`config.mk`:
```
export PLATFORM = sky130hd
export DESIGN_NAME = velocity_pid_filtered_derivative_unit_flat
export DESIGN_NICKNAME = d
export VERILOG_FILES = /design/src/vpfd_pkg.sv /design/src/vpfd_in_if.sv /design/src/vpfd_out_if.sv /design/src/velocity_pid_filtered_derivative_unit.sv /design/src/flat_wrapper.sv
export SDC_FILE = /design/constraint.sdc
export NUM_CORES = 2
export LEC_CHECK = 0
export ABC_AREA = 1
export ABC_CLOCK_PERIOD_IN_PS = 7300
export BUFFER_PORTS_ARGS = -buffer_cell sky130_fd_sc_hd__clkbuf_2
export CORE_MARGIN = 3
export CORE_UTILIZATION = 45
export DETAILED_ROUTE_END_ITERATION = 6
export GPL_ROUTABILITY_DRIVEN = 0
export HOLD_SLACK_MARGIN = 0.12
export PLACE_DENSITY = 0.72
export REMOVE_ABC_BUFFERS = 1
export SYNTH_ARGS = -nofsm -noshare
export SYNTH_HDL_FRONTEND = slang
export SYNTH_SLANG_ARGS = --single-unit
```
`constraint.sdc`:
```
create_clock -name clk -period 7.3 [get_ports clk]
set_clock_uncertainty 0.15 [all_clocks]
set_input_delay 1.46 -clock clk [delete_from_list [all_inputs] [get_ports clk]]
set_output_delay 1.46 -clock clk [all_outputs]
set_load 0.03 [all_outputs]
```
`src/vpfd_pkg.sv`:
```
// Shared types, constants and the microcode table of the velocity PID unit.
// Used by the top level; depends on nothing else.
package vpfd_pkg;

	localparam int FRAC_W  = 16;
	localparam int GAIN_W  = 24;
	localparam int LIM_W   = 15;
	localparam int ALPHA_W = 17;
	localparam int SPD_W   = 16;
	localparam int DIFF_W  = 17;
	localparam int PROD_W  = 50;
	localparam int PTERM_W = 40;
	localparam int INTEG_W = 32;
	localparam int DRAW_W  = 41;
	localparam int DERIV_W = 48;
	localparam int ACC_W   = 66;
	localparam int SUM_W   = 50;
	localparam int HALF_W  = 24;
	localparam int OPND_W  = 25;

	localparam logic [ALPHA_W-1:0] ALPHA_ONE = 17'h10000;

	typedef logic [3:0] step_t;

	localparam step_t STEP_FIRST = 4'd0;
	localparam step_t STEP_OFF   = 4'd10;

	typedef enum logic [2:0] {
		REG_PROP_GAIN      = 3'd0,
		REG_INTEG_GAIN     = 3'd1,
		REG_DERIV_GAIN     = 3'd2,
		REG_INTEGRAL_LIMIT = 3'd3,
		REG_OUTPUT_LIMIT   = 3'd4,
		REG_DERIV_ALPHA    = 3'd5
	} reg_idx_t;

	typedef enum logic [2:0] {
		A_PROP,
		A_INTEG,
		A_DGAIN,
		A_ALPHA,
		A_OMA
	} asel_t;

	typedef enum logic [2:0] {
		B_ERR,
		B_DIFF,
		B_PLO,
		B_PHI,
		B_DLO,
		B_DHI
	} bsel_t;

	typedef enum logic [3:0] {
		OP_NOP,
		OP_LD_P,
		OP_UPD_I,
		OP_LD_DR,
		OP_LD_ACC,
		OP_ADD,
		OP_ADD_SH,
		OP_FIN_D,
		OP_OUT,
		OP_OFF
	} op_t;

	typedef enum logic {
		JMP_NONE,
		JMP_IF_OFF
	} jmp_t;

	typedef struct packed {
		asel_t asel;
		bsel_t bsel;
		op_t   op;
		jmp_t  jmp;
		step_t target;
		logic  done;
	} ctrl_word_t;

	// Each step launches one multiply; steps 1 to 7 consume the product launched one step earlier.
	function automatic ctrl_word_t ucode(step_t s);
		ctrl_word_t w;
		w = '{asel: A_PROP, bsel: B_ERR, op: OP_NOP, jmp: JMP_NONE,
			target: STEP_FIRST, done: 1'b0};
		unique case (s)
			4'd0: begin
				w.jmp    = JMP_IF_OFF;
				w.target = STEP_OFF;
			end
			4'd1: begin
				w.asel = A_INTEG;
				w.op   = OP_LD_P;
			end
			4'd2: begin
				w.asel = A_DGAIN;
				w.bsel = B_DIFF;
				w.op   = OP_UPD_I;
			end
			4'd3: begin
				w.asel = A_OMA;
				w.bsel = B_PLO;
				w.op   = OP_LD_DR;
			end
			4'd4: begin
				w.asel = A_OMA;
				w.bsel = B_PHI;
				w.op   = OP_LD_ACC;
			end
			4'd5: begin
				w.asel = A_ALPHA;
				w.bsel = B_DLO;
				w.op   = OP_ADD_SH;
			end
			4'd6: begin
				w.asel = A_ALPHA;
				w.bsel = B_DHI;
				w.op   = OP_ADD;
			end
			4'd7: begin
				w.op = OP_ADD_SH;
			end
			4'd8: begin
				w.op = OP_FIN_D;
			end
			4'd9: begin
				w.op   = OP_OUT;
				w.done = 1'b1;
			end
			4'd10: begin
				w.op   = OP_OFF;
				w.done = 1'b1;
			end
			default: begin
				w.done = 1'b1;
			end
		endcase
		return w;
	endfunction

endpackage

```
`src/vpfd_in_if.sv`:
```
// Input channel of the velocity PID unit: one control tick per item.
// Standalone; no package dependency.
interface vpfd_in_if;
	logic               valid;
	logic               ready;
	logic               enable;
	logic signed [15:0] target_speed;
	logic signed [15:0] measured_speed;

	modport source(output valid, enable, target_speed, measured_speed, input ready);
	modport sink(input valid, enable, target_speed, measured_speed, output ready);
endinterface

```
`src/vpfd_out_if.sv`:
```
// Output channel of the velocity PID unit: one drive current per item.
// Standalone; no package dependency.
interface vpfd_out_if;
	logic               valid;
	logic               ready;
	logic signed [15:0] drive_current;

	modport source(output valid, drive_current, input ready);
	modport sink(input valid, drive_current, output ready);
endinterface

```
`src/velocity_pid_filtered_derivative_unit.sv`:
```
// An enabled item runs the whole microcode program, which sends all seven products through
// the single 25x25 multiplier; a disabled item jumps from the first step to the step that
// outputs zero. The input is taken again only after the final step of the program, so the
// unit cannot take a new item before it is through with the last one.
// A new item is taken while the previous result still waits in the output register.
// Reset (arst_n low, asynchronous) clears the integral, previous error and derivative,
// and loads the register defaults.
module velocity_pid_filtered_derivative_unit (
	input  logic        clk,
	input  logic        arst_n,
	vpfd_in_if.sink     req,
	vpfd_out_if.source  rsp,
	input  logic        psel,
	input  logic        penable,
	input  logic        pwrite,
	input  logic [4:0]  paddr,
	input  logic [31:0] pwdata,
	output logic [31:0] prdata,
	output logic        pready
);
	import vpfd_pkg::*;

	logic [GAIN_W-1:0]  prop_gain_q, integ_gain_q, deriv_gain_q;
	logic [LIM_W-1:0]   integral_limit_q, output_limit_q;
	logic [ALPHA_W-1:0] deriv_alpha_q;

	logic signed [INTEG_W-1:0] integ_acc_q;
	logic signed [SPD_W-1:0]   prev_error_q;
	logic signed [DERIV_W-1:0] prev_deriv_q;

	logic                      busy_q, en_q, out_valid_q;
	step_t                     step_q;
	logic signed [SPD_W-1:0]   err_q;
	logic signed [DIFF_W-1:0]  diff_q;
	logic signed [PROD_W-1:0]  prod_q;
	logic signed [PTERM_W-1:0] p_q;
	logic signed [DRAW_W-1:0]  dr_q;
	logic signed [ACC_W-1:0]   acc_q;
	logic signed [SUM_W-1:0]   sum_q;
	logic signed [SPD_W-1:0]   result_q;

	ctrl_word_t                cw;
	logic                      accept, slot_free, fire, cfg_wr;
	reg_idx_t                  widx;
	logic signed [SPD_W-1:0]   err_in;
	logic signed [DIFF_W-1:0]  diff_in;
	logic [ALPHA_W-1:0]        alpha_eff, oma;
	logic signed [OPND_W-1:0]  a_op, b_op;
	logic signed [PROD_W-1:0]  prod_d;
	logic signed [ACC_W-1:0]   prod_ext;
	logic signed [INTEG_W+9:0] isum, ilim;
	logic signed [INTEG_W-1:0] integ_d;
	logic signed [DERIV_W-1:0] d_out;
	logic signed [SUM_W-1:0]   olim, clamped, rounded;

	// ---------------- configuration port ----------------
	assign pready = 1'b1;
	assign cfg_wr = psel && penable && pwrite;
	assign widx   = reg_idx_t'(paddr[4:2]);

	always_ff @(posedge clk or negedge arst_n) begin
		if (!arst_n) begin
			prop_gain_q      <= '0;
			integ_gain_q     <= '0;
			deriv_gain_q     <= '0;
			integral_limit_q <= LIM_W'(500);
			output_limit_q   <= LIM_W'(500);
			deriv_alpha_q    <= ALPHA_ONE;
		end else if (cfg_wr) begin
			unique case (widx)
				REG_PROP_GAIN:      prop_gain_q      <= pwdata[GAIN_W-1:0];
				REG_INTEG_GAIN:     integ_gain_q     <= pwdata[GAIN_W-1:0];
				REG_DERIV_GAIN:     deriv_gain_q     <= pwdata[GAIN_W-1:0];
				REG_INTEGRAL_LIMIT: integral_limit_q <= pwdata[LIM_W-1:0];
				REG_OUTPUT_LIMIT:   output_limit_q   <= pwdata[LIM_W-1:0];
				REG_DERIV_ALPHA:    deriv_alpha_q    <= pwdata[ALPHA_W-1:0];
				default: ;
			endcase
		end
	end

	always_comb begin
		unique case (widx)
			REG_PROP_GAIN:      prdata = 32'(prop_gain_q);
			REG_INTEG_GAIN:     prdata = 32'(integ_gain_q);
			REG_DERIV_GAIN:     prdata = 32'(deriv_gain_q);
			REG_INTEGRAL_LIMIT: prdata = 32'(integral_limit_q);
			REG_OUTPUT_LIMIT:   prdata = 32'(output_limit_q);
			REG_DERIV_ALPHA:    prdata = 32'(deriv_alpha_q);
			default:            prdata = '0;
		endcase
	end

	// ---------------- sequencer control ----------------
	assign req.ready = !busy_q;
	assign accept    = req.valid && !busy_q;
	assign cw        = ucode(step_q);
	assign slot_free = !out_valid_q || rsp.ready;
	// A final step waits until the output register can take its result.
	assign fire      = busy_q && (!cw.done || slot_free);

	assign rsp.valid         = out_valid_q;
	assign rsp.drive_current = result_q;

	always_ff @(posedge clk or negedge arst_n) begin
		if (!arst_n) begin
			busy_q      <= 1'b0;
			step_q      <= STEP_FIRST;
			out_valid_q <= 1'b0;
		end else begin
			if (fire && cw.done) begin
				out_valid_q <= 1'b1;
			end else if (rsp.ready) begin
				out_valid_q <= 1'b0;
			end
			if (accept) begin
				busy_q <= 1'b1;
				step_q <= STEP_FIRST;
			end else if (fire) begin
				if (cw.done) begin
					busy_q <= 1'b0;
				end else if (cw.jmp == JMP_IF_OFF && !en_q) begin
					step_q <= cw.target;
				end else begin
					step_q <= step_q + step_t'(1);
				end
			end
		end
	end

	// ---------------- datapath ----------------
	assign err_in  = req.target_speed - req.measured_speed;
	assign diff_in = DIFF_W'(err_in) - DIFF_W'(prev_error_q);

	assign alpha_eff = deriv_alpha_q[ALPHA_W-1] ? ALPHA_ONE : {1'b0, deriv_alpha_q[FRAC_W-1:0]};
	assign oma       = ALPHA_ONE - alpha_eff;

	always_comb begin
		case (cw.asel)
			A_PROP:  a_op = $signed({1'b0, prop_gain_q});
			A_INTEG: a_op = $signed({1'b0, integ_gain_q});
			A_DGAIN: a_op = $signed({1'b0, deriv_gain_q});
			A_ALPHA: a_op = $signed(OPND_W'(alpha_eff));
			A_OMA:   a_op = $signed(OPND_W'(oma));
			default: a_op = '0;
		endcase
		case (cw.bsel)
			B_ERR:   b_op = OPND_W'(err_q);
			B_DIFF:  b_op = OPND_W'(diff_q);
			B_PLO:   b_op = $signed({1'b0, prev_deriv_q[HALF_W-1:0]});
			B_PHI:   b_op = OPND_W'($signed(prev_deriv_q[DERIV_W-1:HALF_W]));
			B_DLO:   b_op = $signed({1'b0, dr_q[HALF_W-1:0]});
			B_DHI:   b_op = OPND_W'($signed(dr_q[DRAW_W-1:HALF_W]));
			default: b_op = '0;
		endcase
	end

	assign prod_d   = PROD_W'(a_op) * PROD_W'(b_op);
	assign prod_ext = ACC_W'(prod_q);

	// Integral update with symmetric clamp.
	assign isum = (INTEG_W+10)'(integ_acc_q) + (INTEG_W+10)'($signed(prod_q[DRAW_W-1:0]));
	assign ilim = $signed({11'b0, integral_limit_q, 16'b0});
	always_comb begin
		if (isum > ilim) begin
			integ_d = INTEG_W'(ilim);
		end else if (isum < -ilim) begin
			integ_d = INTEG_W'(-ilim);
		end else begin
			integ_d = INTEG_W'(isum);
		end
	end

	// Arithmetic shift of the blend gives the floor division by 2^16.
	assign d_out = acc_q[DERIV_W+FRAC_W-1:FRAC_W];

	assign olim = $signed({19'b0, output_limit_q, 16'b0});
	always_comb begin
		if (sum_q > olim) begin
			clamped = olim;
		end else if (sum_q < -olim) begin
			clamped = -olim;
		end else begin
			clamped = sum_q;
		end
		// Negative values get a bias so the shift truncates toward zero.
		rounded = clamped[SUM_W-1] ? clamped + SUM_W'(65535) : clamped;
	end

	always_ff @(posedge clk) begin
		if (accept) begin
			en_q   <= req.enable;
			err_q  <= err_in;
			diff_q <= diff_in;
		end
		if (busy_q) begin
			prod_q <= prod_d;
		end
		if (fire) begin
			case (cw.op)
				OP_LD_P:   p_q   <= prod_q[PTERM_W-1:0];
				OP_LD_DR:  dr_q  <= prod_q[DRAW_W-1:0];
				OP_LD_ACC: acc_q <= prod_ext;
				OP_ADD:    acc_q <= acc_q + prod_ext;
				OP_ADD_SH: acc_q <= acc_q + {prod_ext[ACC_W-HALF_W-1:0], {HALF_W{1'b0}}};
				OP_FIN_D:  sum_q <= SUM_W'(p_q) + SUM_W'(integ_acc_q) + SUM_W'(d_out);
				OP_OUT:    result_q <= rounded[FRAC_W+SPD_W-1:FRAC_W];
				OP_OFF:    result_q <= '0;
				default: ;
			endcase
		end
	end

	always_ff @(posedge clk or negedge arst_n) begin
		if (!arst_n) begin
			integ_acc_q  <= '0;
			prev_error_q <= '0;
			prev_deriv_q <= '0;
		end else if (fire) begin
			case (cw.op)
				OP_UPD_I: integ_acc_q <= integ_d;
				OP_FIN_D: begin
					prev_error_q <= err_q;
					prev_deriv_q <= d_out;
				end
				OP_OFF:   integ_acc_q <= '0;
				default: ;
			endcase
		end
	end

	// ---------------- assertions ----------------
	a_start: assert property (@(posedge clk) disable iff (!arst_n)
		req.valid && req.ready |=> busy_q && step_q == STEP_FIRST)
		else $error("accepted item did not start the program at its first step");

	a_step_range: assert property (@(posedge clk) disable iff (!arst_n)
		busy_q |-> step_q <= STEP_OFF)
		else $error("step counter left the microcode program");

	a_out_limit: assert property (@(posedge clk) disable iff (!arst_n)
		rsp.valid |-> ($signed(rsp.drive_current) <= $signed({1'b0, output_limit_q})
			&& $signed(rsp.drive_current) >= -$signed({1'b0, output_limit_q})))
		else $error("drive current exceeds the output limit");

	a_off_zero: assert property (@(posedge clk) disable iff (!arst_n)
		busy_q && step_q == STEP_OFF && slot_free |=> rsp.valid && rsp.drive_current == '0)
		else $error("disabled item produced a nonzero drive current");

endmodule

```
`src/flat_wrapper.sv`:
```
// flat-port wrapper written by rule: the top's interface ports become plain ports
module velocity_pid_filtered_derivative_unit_flat import vpfd_pkg::*;
  (clk, arst_n, psel, penable, pwrite, paddr, pwdata, prdata, pready, req_valid, req_enable, req_target_speed, req_measured_speed, req_ready, rsp_valid, rsp_drive_current, rsp_ready);
  vpfd_in_if req_i ();
  vpfd_out_if rsp_i ();
  input  logic clk;
  input  logic arst_n;
  input  logic psel;
  input  logic penable;
  input  logic pwrite;
  input  logic [4:0] paddr;
  input  logic [31:0] pwdata;
  output logic [31:0] prdata;
  output logic pready;
  input wire logic [$bits(req_i.valid)-1:0] req_valid;
  input wire logic [$bits(req_i.enable)-1:0] req_enable;
  input wire logic [$bits(req_i.target_speed)-1:0] req_target_speed;
  input wire logic [$bits(req_i.measured_speed)-1:0] req_measured_speed;
  output wire logic [$bits(req_i.ready)-1:0] req_ready;
  output wire logic [$bits(rsp_i.valid)-1:0] rsp_valid;
  output wire logic [$bits(rsp_i.drive_current)-1:0] rsp_drive_current;
  input wire logic [$bits(rsp_i.ready)-1:0] rsp_ready;
  assign req_i.valid = req_valid;
  assign req_i.enable = req_enable;
  assign req_i.target_speed = req_target_speed;
  assign req_i.measured_speed = req_measured_speed;
  assign req_ready = req_i.ready;
  assign rsp_valid = rsp_i.valid;
  assign rsp_drive_current = rsp_i.drive_current;
  assign rsp_i.ready = rsp_ready;
  velocity_pid_filtered_derivative_unit u_core (.clk(clk), .arst_n(arst_n), .req(req_i), .rsp(rsp_i), .psel(psel), .penable(penable), .pwrite(pwrite), .paddr(paddr), .pwdata(pwdata), .prdata(prdata), .pready(pready));
endmodule
```
### Word level (Yosys, flattened, before mapping)

Cells that the tools add are included.

* output and inout port bits: 51
* input port bits: 77
* register bits after elaboration: 518
* word-level logic and storage cells: 137

* reductions and logical operators: 39
* equal/unequal tests: 34
* order comparisons: 4
* multipliers: 1
* multiplexer cells: 26
* add/subtract/negate cells: 12

Operator list (count)
* one-hot mux 66 bit (3 select lines): 1
* one-hot mux 25 bit (6 select lines): 1
* one-hot mux 24 bit (6 select lines): 1
* one-hot mux 24 bit (5 select lines): 1
* two-way mux 50 bit: 2
* two-way mux 32 bit: 3
* adder 66 x 50 -> 66 bit: 1
* adder 66 bit: 1
* one-hot mux 32 bit (2 select lines): 1
* greater-than comparator 50 x 32 -> 1 bit: 1
* less-than comparator 50 bit: 1
* multiplier 25 x 25 -> 50 bit: 1
* negation 31 -> 50 bit: 1
* adder 41 x 48 -> 49 bit: 1
* adder 32 x 41 -> 42 bit: 1
* greater-than comparator 42 x 32 -> 1 bit: 1
* less-than comparator 42 bit: 1
* negation 31 -> 42 bit: 1
* adder 40 x 32 -> 41 bit: 1
* one-hot mux 4 bit (9 select lines): 1
* adder 32 x 17 -> 32 bit, second input constant: 1
* == test 4 x 3 -> 1 bit, second input constant: 8
* one-hot mux 16 bit (2 select lines): 1
* AND reduction 2 bit: 14
* 26 further kinds: 69

### Depth between registers and ports, before layout

* word-level depth: 7
* gate-level depth with buffers: 45
* depth with buffers taken out: 45

### Least setup slack after synthesis

OpenSTA, ideal clock, no wires.

* path type: register -> register
* start point: reg u_core.step_q[0]
* end point: reg u_core.prod_q[32], data pin
* period minus slack after synthesis: 8.122 ns
* buffers on the path: 2
* cell stages (with the launch flop): 44
* data arrival time: 7.712 ns
* library setup time: 0.261 ns
* setup slack: -0.822 ns
* path through: dfrtp_1 -> inv_1 -> ha_1 -> nor2_1 -> inv_1 -> nand2_1 -> inv_2 -> nor2_4 -> inv_2 -> nor2_4 -> inv_2 -> nor2_4 -> inv_2 -> buf_2 -> o22ai_1 -> a221oi_1 -> nand2_2 -> buf_2 -> [8 not listed] -> inv_1 -> fa_1 -> inv_1 -> fa_1 -> inv_1 -> fa_1 -> inv_1 -> ha_1 -> a21oi_1 -> o21ai_0 -> a211o_1 -> a21oi_1 -> o21ai_0 -> nand2_1 -> nand2_1 -> nand2_1 -> nand2_1 -> xor2_1

* cells in the longest elaborated chain, start to end: 6
* elaborated cells between the ends (all ways): 24
* those cells by class: mul (1); eq/ne (15); mux (4); reduce/logical (4)

Ends and longest elaborated chain
* start, declared: line velocity_pid_filtered_derivative_unit.sv:32 `step_t step_q;`
* start signal, assigned: line velocity_pid_filtered_derivative_unit.sv:123 `step_q <= cw.target;`
* start signal, assigned: line velocity_pid_filtered_derivative_unit.sv:125 `step_q <= step_q + step_t'(1);`
* == test 4 x 3 -> 1 bit / == test 4 x 2 -> 1 bit (equally long branches): line vpfd_pkg.sv:86 `unique case (s)`
* OR reduction 2 bit (no line)
* one-hot mux 3 bit (4 select lines): line vpfd_pkg.sv:86
* == test 3 bit, or another cell as far along: line velocity_pid_filtered_derivative_unit.sv:139 `case (cw.asel)`
* one-hot mux 24 bit (5 select lines): line velocity_pid_filtered_derivative_unit.sv:139
* multiplier 25 x 25 -> 50 bit *: line velocity_pid_filtered_derivative_unit.sv:158 `assign prod_d = PROD_W'(a_op) * PROD_W'(b_op);`
* named net u_core.prod_d[32]: line velocity_pid_filtered_derivative_unit.sv:49 `logic signed [PROD_W-1:0] prod_d;`
* end signal, assigned: line velocity_pid_filtered_derivative_unit.sv:197 `prod_q <= prod_d;`
* end, declared: line velocity_pid_filtered_derivative_unit.sv:35 `logic signed [PROD_W-1:0] prod_q;`

Mark *: on every way through the listed nets, which the timed path passes. The rest lies on a longest branch.
A chain may end at the register's enable or synchronous reset.

### Worst setup path after layout

* start point: reg u_core.step_q[1]
* end point: reg u_core.prod_q[32], data pin

Same word-level chain as after synthesis.

==> results summary <==
The CTS sink count came out at 515. Of the total synthesized cell area, the portion taken by XOR and XNOR cells is 0.0289. The run finished, with violations left. The max-slew violation total from the final report came out at 0. The iteration count of the initial detailed-routing pass is 7. The initial core utilization is 0.456.

The wire length of the first global-routing pass is between 300000 and 400000 µm. In this run the worst path has a maximum fanout of 6. The net count of the finished layout is roughly 9500.

The min-delay analysis places its worst path in the category flop to flop. The global route total overflow is 0. Across the run, the number of max-cap violations was 0. The nature of the critical path startpoint is a flop. Setup repair after global routing could not meet its margin everywhere. At the worst endpoint, the required time is roughly 7600 ps. Among all flip-flop cells after synthesis, the most frequent one is sky130_fd_sc_hd__edfxtp_1. By instance count, the cell type seen most on the critical path is sky130_fd_sc_hd__fa_1. Summed over all layers, the routed wires come to roughly 230000 µm. The mux share of post-synthesis cell area came out at 0. The critical path's slowest cell is sky130_fd_sc_hd__fa_1. The total clock buffers created by CTS is slightly below 60. By startpoint and endpoint, the worst setup path is classified as flop to flop. The area of the core region came out at roughly 130000 µm². The post-detailed-route wirelength per cell came out at 23.0 µm. The H-tree was split into 2 levels. A synthesized cell averages 7.85 µm². The main combinational cell family by area after synthesis is adder cells. The final setup slack of the worst path came out at -2150 ps. For this run, the register share of the synthesized area comes to 0.242.

The area of the mapped netlist is about 60000 µm². The die is 369 µm tall. In the final layout, the share of cells above drive strength 1 is 0.202. TritonCTS built the clock tree.

Summed over all failing endpoints, the final setup total negative slack is -62470 ps. The initial antenna violation count is 16. The layout filler cell count is approximately 11000. The number of rows in the core area came out at ~130. Based on the critical path, the design can be clocked at up to 106 MHz. The total area of multi-input combinational cells came out at around 42000 µm². The final-report hold violation count came out at 0.

The die area came out at 136000 µm². Once layout is complete, the utilization of the core stands at 0.562. The violation count after the first detailed-route iteration is about 7400. The final setup violation count came out at 43. The yosys synthesis warning count came out at 0.

In this run, distinct cell masters in the synthesized netlist total 74. The count of antenna-violating nets left after detailed routing is 0. The maximum number of pins on one net before global-route repair is roughly 150.

The via density per instance is just under 6. The count of flip-flops with a built-in enable after synthesis is slightly below 300. The via count of the first global-routing pass came to ~57000. Synthesis produced a netlist whose cell count is 7575. The number of buffers between clock root and the deepest sink came out at 3. The area fraction in and, or, nand and nor cells after synthesis is 0.204. Excluding fillers, the count of instances in the completed layout stands at ~10000.

The synthesis-to-finish area growth is 23.3%. The routed layout has just under 60000 vias. The number of synthesized register bits came out at slightly above 500. Of the total synthesized cell area, the portion taken by full adders, half adders and majority gates is 0.299. The cell count after placement came out at between 9000 and 10000.

The sort of element at the end of the critical path is a flop. Counting I/O delays and the setup requirement, the final critical path takes ~9500 ps. From left edge to right edge, the die measures around 370 µm.

Buffers placed on the I/O ports in this run total 108. The clock latency on the worst-skew pair came out at roughly 710 ps. The clock tree root buffer cell is sky130_fd_sc_hd__clkbuf_16. The clock-pin transition on the worst setup and hold timing paths is around 70 ps. Measured against its own limit, the worst slew margin works out to 0.126.

The overall routing resource usage is 0.315. 128 I/O pins were placed. The post-route clock period utilization came out at 1.29. The data arrival time of the critical path is about 9700 ps.

The HPWL reported at the end of detailed placement came out at around 170000 µm. The register area came out at approximately 14000 µm². The maximum single-stage delay on the critical path is between 500 and 600 ps. The checks that failed: design-rule violations, negative setup slack. The hold-fix buffer count after cts came out at 0. For this run, design rule violations remaining after detail routing come to 4. The actual transition at the worst max-transition pin came out at 1310 ps. After synthesis, the share of flip-flops with an asynchronous set or reset is 0.429.

The compound-gate portion of the synthesized area came out at 0.120.
[through the flow]
step / setup slack [ps] / instance area [µm²] / hold slack (ps)
2_1_floorplan: -1110 / 58500 / 292
3_3_place_gp: -1410 / 66100 / 306
3_5_place_dp: -1660 / 66100 / 313
4_1_cts: -1120 / 71400 / 328
5_1_grt: -2320 / 73300 / 351
6_report: -2150 / 73300 / 328
[placed cells by master (no fill, tap or decap), types with 56 or more instances in the layout]
cell | synthesis | routed
sky130_fd_sc_hd__nand2_1 | 1645 | 1563
sky130_fd_sc_hd__a21oi_1 | 452 | 406
sky130_fd_sc_hd__clkbuf_16 | 0 | 67
sky130_fd_sc_hd__clkbuf_2 | 0 | 107
sky130_fd_sc_hd__nand3_1 | 264 | 249
sky130_fd_sc_hd__buf_6 | 10 | 113
sky130_fd_sc_hd__o21ai_0 | 439 | 382
sky130_fd_sc_hd__fa_1 | 557 | 526
sky130_fd_sc_hd__dfrtp_1 | 208 | 204
sky130_fd_sc_hd__nor2_1 | 722 | 659
sky130_fd_sc_hd__nor3_1 | 64 | 56
sky130_fd_sc_hd__edfxtp_1 | 294 | 294
sky130_fd_sc_hd__nand2_2 | 19 | 63
sky130_fd_sc_hd__ha_1 | 530 | 477
sky130_fd_sc_hd__inv_2 | 43 | 145
sky130_fd_sc_hd__buf_4 | 19 | 621
sky130_fd_sc_hd__xor2_1 | 133 | 125
sky130_fd_sc_hd__inv_1 | 1386 | 1260
sky130_fd_sc_hd__a31oi_1 | 76 | 62
sky130_fd_sc_hd__o21ai_1 | 29 | 62
[repair_timing]
action	in CTS	in global routing
gates cloned	2	10
resized for setup	572	339
endpoints found under the setup margin	41	347
endpoints found under the hold margin	0	0
setup buffers	157	59
pin swaps	222	211
[state kept, by name, summed over array words and instances, names as in the netlist]
name,cells
u_core.acc_q,64
u_core.busy_q,1
u_core.deriv_alpha_q,17
u_core.deriv_gain_q,24
u_core.diff_q,17
u_core.dr_q,41
u_core.en_q,1
u_core.err_q,16
u_core.integ_acc_q,32
u_core.integ_gain_q,24
u_core.integral_limit_q,15
u_core.output_limit_q,15
u_core.p_q,40
u_core.prev_deriv_q,48
u_core.prev_error_q,16
u_core.prod_q,50
u_core.prop_gain_q,24
u_core.rsp.drive_current,16
u_core.rsp.valid,1
u_core.step_q,4
u_core.sum_q,49
[cells by family (layout without fill, tap and decap cells)]
group	count (synthesis)	in the layout
compound gates	1257	1257
xor+xnor	196	196
fa+ha+maj	1087	1087
buf+inv	1615	2439
flops	515	515
other cells	2	20
simple gates	2903	2905
[area by class of cell]
class,instances,area share
Antenna cell,11,0.000376
Sequential cell,515,0.196
Timing Repair Buffer,899,0.104
Timing Repair inverter,1,0.000102
Tap cell,1742,0.0297
Clock inverter,32,0.00466
Inverter,1432,0.0751
Clock buffer,75,0.0222
Multi-Input combinational cell,5454,0.568
[worst paths after layout]
kind / from / end / slack, ps / cells past startpoint
setup / recovery: u_core.step_q[1] / u_core.prod_q[32] / -2150 / 41
hold / removal: u_core.prev_deriv_q[32] / u_core.prev_deriv_q[32] / 330 / 2
setup reg to reg: u_core.step_q[1] / u_core.prod_q[32] / -2150 / 41
hold reg to reg: u_core.prev_deriv_q[32] / u_core.prev_deriv_q[32] / 330 / 2
max in group asynchronous: arst_n / u_core.integral_limit_q[11] / 5000 / 2
min in group asynchronous: arst_n / u_core.rsp.valid / 560 / 1
[per-layer routing]
metal | GRT usage | vias up | wire length, µm
met5 | 0 | - | 48
met4 | 0.218 | 8 | 21900
met3 | 0.0898 | 1280 | 32200
met2 | 0.482 | 4261 | 99400
met1 | 0.384 | 28048 | 80400
li1 | - | 25875 | -
[worst max-delay path: cells and delay by family (launching register included)]
| family | cells | cell delay, ps |
|---|---|---|
| adders and majority gates | 9 | 4160 |
| and+or+nand+nor | 15 | 2270 |
| buffers and inverters | 12 | 1040 |
| xor gates and xnor gates | 1 | 530 |
| AOI/OAI and AO/OA | 4 | 510 |
| DFF | 1 | 480 |
[synth_stat cells, types with 10 or more instances]
cell,number,area (µm²)
sky130_fd_sc_hd__buf_2,78,390
sky130_fd_sc_hd__nand3_1,264,1320
sky130_fd_sc_hd__nor2_1,722,2710
sky130_fd_sc_hd__buf_6,10,113
sky130_fd_sc_hd__o22ai_1,24,150
sky130_fd_sc_hd__clkbuf_1,76,285
sky130_fd_sc_hd__or2_2,36,225
sky130_fd_sc_hd__a22o_1,10,87.6
sky130_fd_sc_hd__ha_1,530,6630
sky130_fd_sc_hd__nor4_1,25,156
sky130_fd_sc_hd__nor2_4,12,135
sky130_fd_sc_hd__o31ai_1,15,113
sky130_fd_sc_hd__a31oi_1,76,475
sky130_fd_sc_hd__nor2_2,17,106
sky130_fd_sc_hd__a22oi_1,18,135
sky130_fd_sc_hd__xnor2_1,63,552
sky130_fd_sc_hd__edfxtp_1,294,8830
sky130_fd_sc_hd__o21a_1,21,158
sky130_fd_sc_hd__fa_1,557,11200
sky130_fd_sc_hd__o221ai_1,18,158
sky130_fd_sc_hd__nor3_1,64,320
sky130_fd_sc_hd__a211oi_1,10,75.1
sky130_fd_sc_hd__inv_2,43,161
sky130_fd_sc_hd__nand4_1,42,263
sky130_fd_sc_hd__nand2_1,1645,6170
sky130_fd_sc_hd__inv_1,1386,5200
sky130_fd_sc_hd__o21ai_1,29,145
sky130_fd_sc_hd__buf_4,19,143
sky130_fd_sc_hd__o21ai_0,439,2200
sky130_fd_sc_hd__nand2_2,19,119
sky130_fd_sc_hd__a21o_1,28,210
sky130_fd_sc_hd__a21boi_0,15,113
sky130_fd_sc_hd__dfrtp_1,208,5200
sky130_fd_sc_hd__o211ai_1,33,248
sky130_fd_sc_hd__o21bai_1,19,143
sky130_fd_sc_hd__a221oi_1,24,210
sky130_fd_sc_hd__dfstp_2,13,342
sky130_fd_sc_hd__a21oi_1,452,2260
sky130_fd_sc_hd__xor2_1,133,1160
Power is not shown: default switching activity piles up to over one toggle a cycle in this logic, so the estimate is an artifact.
